[config.mk]
export PLATFORM = sky130hd
export DESIGN_NAME = gbf_ram
export DESIGN_NICKNAME = d
export VERILOG_FILES = /design/src/sv/gbf_ram.sv
export SDC_FILE = /design/constraint.sdc
export NUM_CORES = 1
export LEC_CHECK = 0
export BUFFER_PORTS_ARGS = -buffer_cell sky130_fd_sc_hd__buf_4
export CORE_ASPECT_RATIO = 0.6
export CORE_UTILIZATION = 45
export DETAILED_ROUTE_END_ITERATION = 8
export PLACE_DENSITY_LB_ADDON = 0.12
export SETUP_SLACK_MARGIN = 0.2
export SLEW_MARGIN = 5
export SYNTH_ARGS = -nofsm -noshare
export SYNTH_HDL_FRONTEND = slang
export SYNTH_SLANG_ARGS = --single-unit
[constraint.sdc]
create_clock -name i_clk -period 5.8 [get_ports i_clk]
set_input_delay 1.16 -clock i_clk [delete_from_list [all_inputs] [get_ports i_clk]]
set_output_delay 1.16 -clock i_clk [all_outputs]
set_load 0.03 [all_outputs]
[src/sv/gbf_ram.sv]
// Generic single-port-write, single-read RAM with registered read data.
module gbf_ram #(
    parameter int WIDTH = 8,
    parameter int DEPTH = 16
) (
    input  logic                     i_clk,
    input  logic                     i_we,
    input  logic [$clog2(DEPTH)-1:0] i_waddr,
    input  logic [WIDTH-1:0]         i_wdata,
    input  logic [$clog2(DEPTH)-1:0] i_raddr,
    output logic [WIDTH-1:0]         o_rdata
);
    logic [WIDTH-1:0] r_mem [DEPTH];

    always_ff @(posedge i_clk) begin
        if (i_we) begin
            r_mem[i_waddr] <= i_wdata;
        end
        o_rdata <= r_mem[i_raddr];
    end
endmodule

==> After elaboration in Yosys (flattened, before gate mapping) <==
Memory sizes are Yosys's and may differ from the RTL's. A register that Yosys moved wholly into a read port is not among the register bits.
Cells that the tools add are included.
{ "totals": {"inputBits": 18, "ff_bits": 0, "mem_bits_rw": 128, "out_inout_bits": 8, "mem_count": 1} }
{ "classes": {"muxes": 2} }
{ "mem_list": {"columns": ["name", "words", "width", "rd", "rd_clocked_by_memory_dff", "write_ports", "line", "text"], "rows": [
  ["r_mem", 16, 8, 1, 1, 1, "13", "logic [WIDTH-1:0] r_mem [DEPTH];"]
]} }
{ "op_table": {"columns": ["operator", "n"], "rows": [
  ["1-bit two-way mux", 2]
]} }

==> Logic depth before layout (Yosys ltp) <==
{ "depth": {"depth_word": 2, "ltp_mapped": 5, "ltp_nobuf": 3} }

==> Least setup slack after synthesis <==
Ideal clock, no wire load.
{ "synth_path": {"path_kind": "input -> register", "start": "input port i_waddr[2]", "end": "memory r_mem[0][0], enable pin", "path_slack_ns": 3.147, "stages": 2, "setup_ns": 0.383, "arrival_time_ns": 2.270, "path_cell_list": "or3b_2 -> nor3_1"} }
{ "synth_lines": {"columns": ["item", "line", "text"], "rows": [
  ["from (decl)", "8", "input logic [$clog2(DEPTH)-1:0] i_waddr,"],
  ["to (decl)", "13", null]
]} }
Straight into the memory's write port.

==> Worst setup path after layout <==
{ "layout_path": {"start": "input port i_waddr[2]", "end": "memory r_mem[0][2], enable pin"} }
Straight into the memory's write port.

==> metrics.txt <==
max-slew violation count 0; Cells after Synth 229; synthesized flop and latch total 136; Crit Path Max Fanout 8; number of iterations in the first detailed-routing pass 5; Post-CTS Setup Bufs 0; routed wire length 9.54 mm; Fill cells 813; PwrDens 369 nW/um2; number of global-route vias before repair 2374; Synth Cell Area 5150 um2; Die X 140 um; Antenna Nets Post-Route 0; Yosys warning total 0; worst hold path startpoint r_mem[14][5]; post-DP HPWL 5.79 mm; Synth Area in Compound Gates 2.33%; Initial Util 47.4%; Synth area leader edfxtp_1; num ports 26; Root Buffer clkbuf_16; startpoint types input port; register area share after synthesis 77.8%; Seq. cell area 4000 um2; fin nets 283; worst setup path startpoint i_waddr[2]; clk_skew 0.00586 ns; initial antenna violation count 0; XOR/XNOR Fraction of Synth Area 0%; Max-slew headroom 20.3%; CTS Buffer Depth 2; Leakage 1.99 nW; Post-synth EDFFs 128; top_reg_cell synth edfxtp_1; vias per inst 5.65; Post-synth top cells edfxtp_1, mux4_2, a22oi_1, mux4_1, nor2_1; largest net degree at the start of global routing 33; Chip Height 84.8 um; VDD IR max 228 uV; 1st-iter DRT viols 222; global placer's final weighted congestion 0.671; most common cell in the synthesized netlist edfxtp_1; CTS tree yes; Critical Path RT 5.82 ns; # rows 29; IO Port Bufs 25; # setup viols final 0; global-route wire length before repair 14.4 mm; DP Area 5440 um2; area of the multi-input gates 1060 um2; GRT overflow 0; PostCTS Resize Cnt 0; Tightest Pin Transition 1.19 ns; clk slew on worst S/H paths 0.05 ns; Yosys cell types 19; core area 10800 um2; Fmax 369 MHz; routed via count 2355; setup TNS 0 ns; status complete, no violations; GRT Util Overall 18.0%; overall power 2.21 mW; fin crit share 46.7%; CTS Sinks 136; crit path kind input port to flop; ant diodes 0; layout cells sized above 1 25.9%; RSZ-0062 raised after global routing no; post-synth net total 247; post-synthesis async set-or-reset flop share 0%; Adder-Cell Fraction of Synth Area 0%; final hold viol count 0; max-cap violation count 0; Mean Syn Cell Area 22.5 um2; Crit. End Element flop; crit path time final 2.71 ns; Area growth, synth to finish 16.4%; hold_buf cts 0; ranking of synthesized cells by area edfxtp_1, mux4_2, mux4_1; simple-gate share of the synthesized area 3.18%; area fraction of the dominant cell type after synthesis 74.7%; CP arrival 2.73 ns; worst-skew pair later-pin latency 0.41 ns; largest family of logic cells by synthesized area multiplexers; WL/cell 22.9 um; Die Area 11900 um2; drt drc 0; H-Tree Depth 4; worst reg2reg startpoint r_mem[0][1]; CTS buffer count 17; class of the worst hold path flop to flop; final non-filler cell area 5990 um2; post-synthesis mux area share 15.0%
[sequential cells by signal, summed over array words and instances (netlist names)]
| signal | flops |
|---|---|
| o_rdata | 8 |
| r_mem | 128 |
[cell type report]
type | instances | share of cell area, %
timing repair buffer | 27 | 3.38
sequential | 136 | 66.8
tap | 139 | 2.90
clock buffer | 21 | 7.35
clock inverter | 11 | 1.78
multi-input combinational | 83 | 17.7
[layout by cell type (no fill, tap or decap), drive strengths merged]
cell type and count:
a22oi 16, and2 1, and2b 1, buf 27
bufinv 2, clkbuf 21, clkinv 7, clkinvlp 2
dfxtp 8, edfxtp 128, mux4 32, nand2 9
nand2b 2, nand3 1, nand3b 2, nor2 13
nor2b 1, nor3 4, or3b 1
[final timing paths]
check,endpoint,slack [ns],depth (start not counted)
max,r_mem[0][2],3.09,3
min reg2reg,o_rdata[5],0.67,3
max reg2reg,o_rdata[1],4.44,3
min,o_rdata[5],0.67,3
[through the flow]
step | setup slack (ns) | hold slack, ns | cells | utilization, %
6_report | 3.09 | 0.671 | 417 | 55.2
5_1_grt | 2.97 | 0.702 | 417 | 55.2
4_1_cts | 3.00 | 0.669 | 417 | 55.2
3_5_place_dp | 2.57 | 0.657 | 385 | 50.2
3_3_place_gp | 2.71 | 0.649 | 385 | 50.2
2_1_floorplan | 3.15 | 0.629 | 229 | -
[layer usage]
metal / global-route usage, % / share of wire, % / up-vias
met2: 24.7 / 43 / 89
li1: - / - / 1047
met4: 7.19 / 1.4 / 0
met1: 27.0 / 49 / 1206
met3: 5.53 / 7.0 / 13
met5: 0 / 0 / -
[cell families (layout without fill, tap and decap cells)]
group / count (synthesis) / count (layout)
compound gates: 16 / 16
buf+inv: 10 / 59
mux: 32 / 32
flops: 136 / 136
simple gates: 35 / 35
[power by group]
part | total [mW] | internal [mW] | switching (mW) | leakage [nW]
combinational | 0.115 | 0.0464 | 0.0687 | 0.502
sequential | 1.10 | 1.10 | 0.00512 | 1.22
clock | 0.993 | 0.624 | 0.369 | 0.263
total | 2.21 | 1.77 | 0.443 | 1.99
[critical path, stage by stage]
cell	delay, ns
buf_4	0.12
or3b_2	0.52
nor3_1	0.92
(Power assumes the default switching activity.)
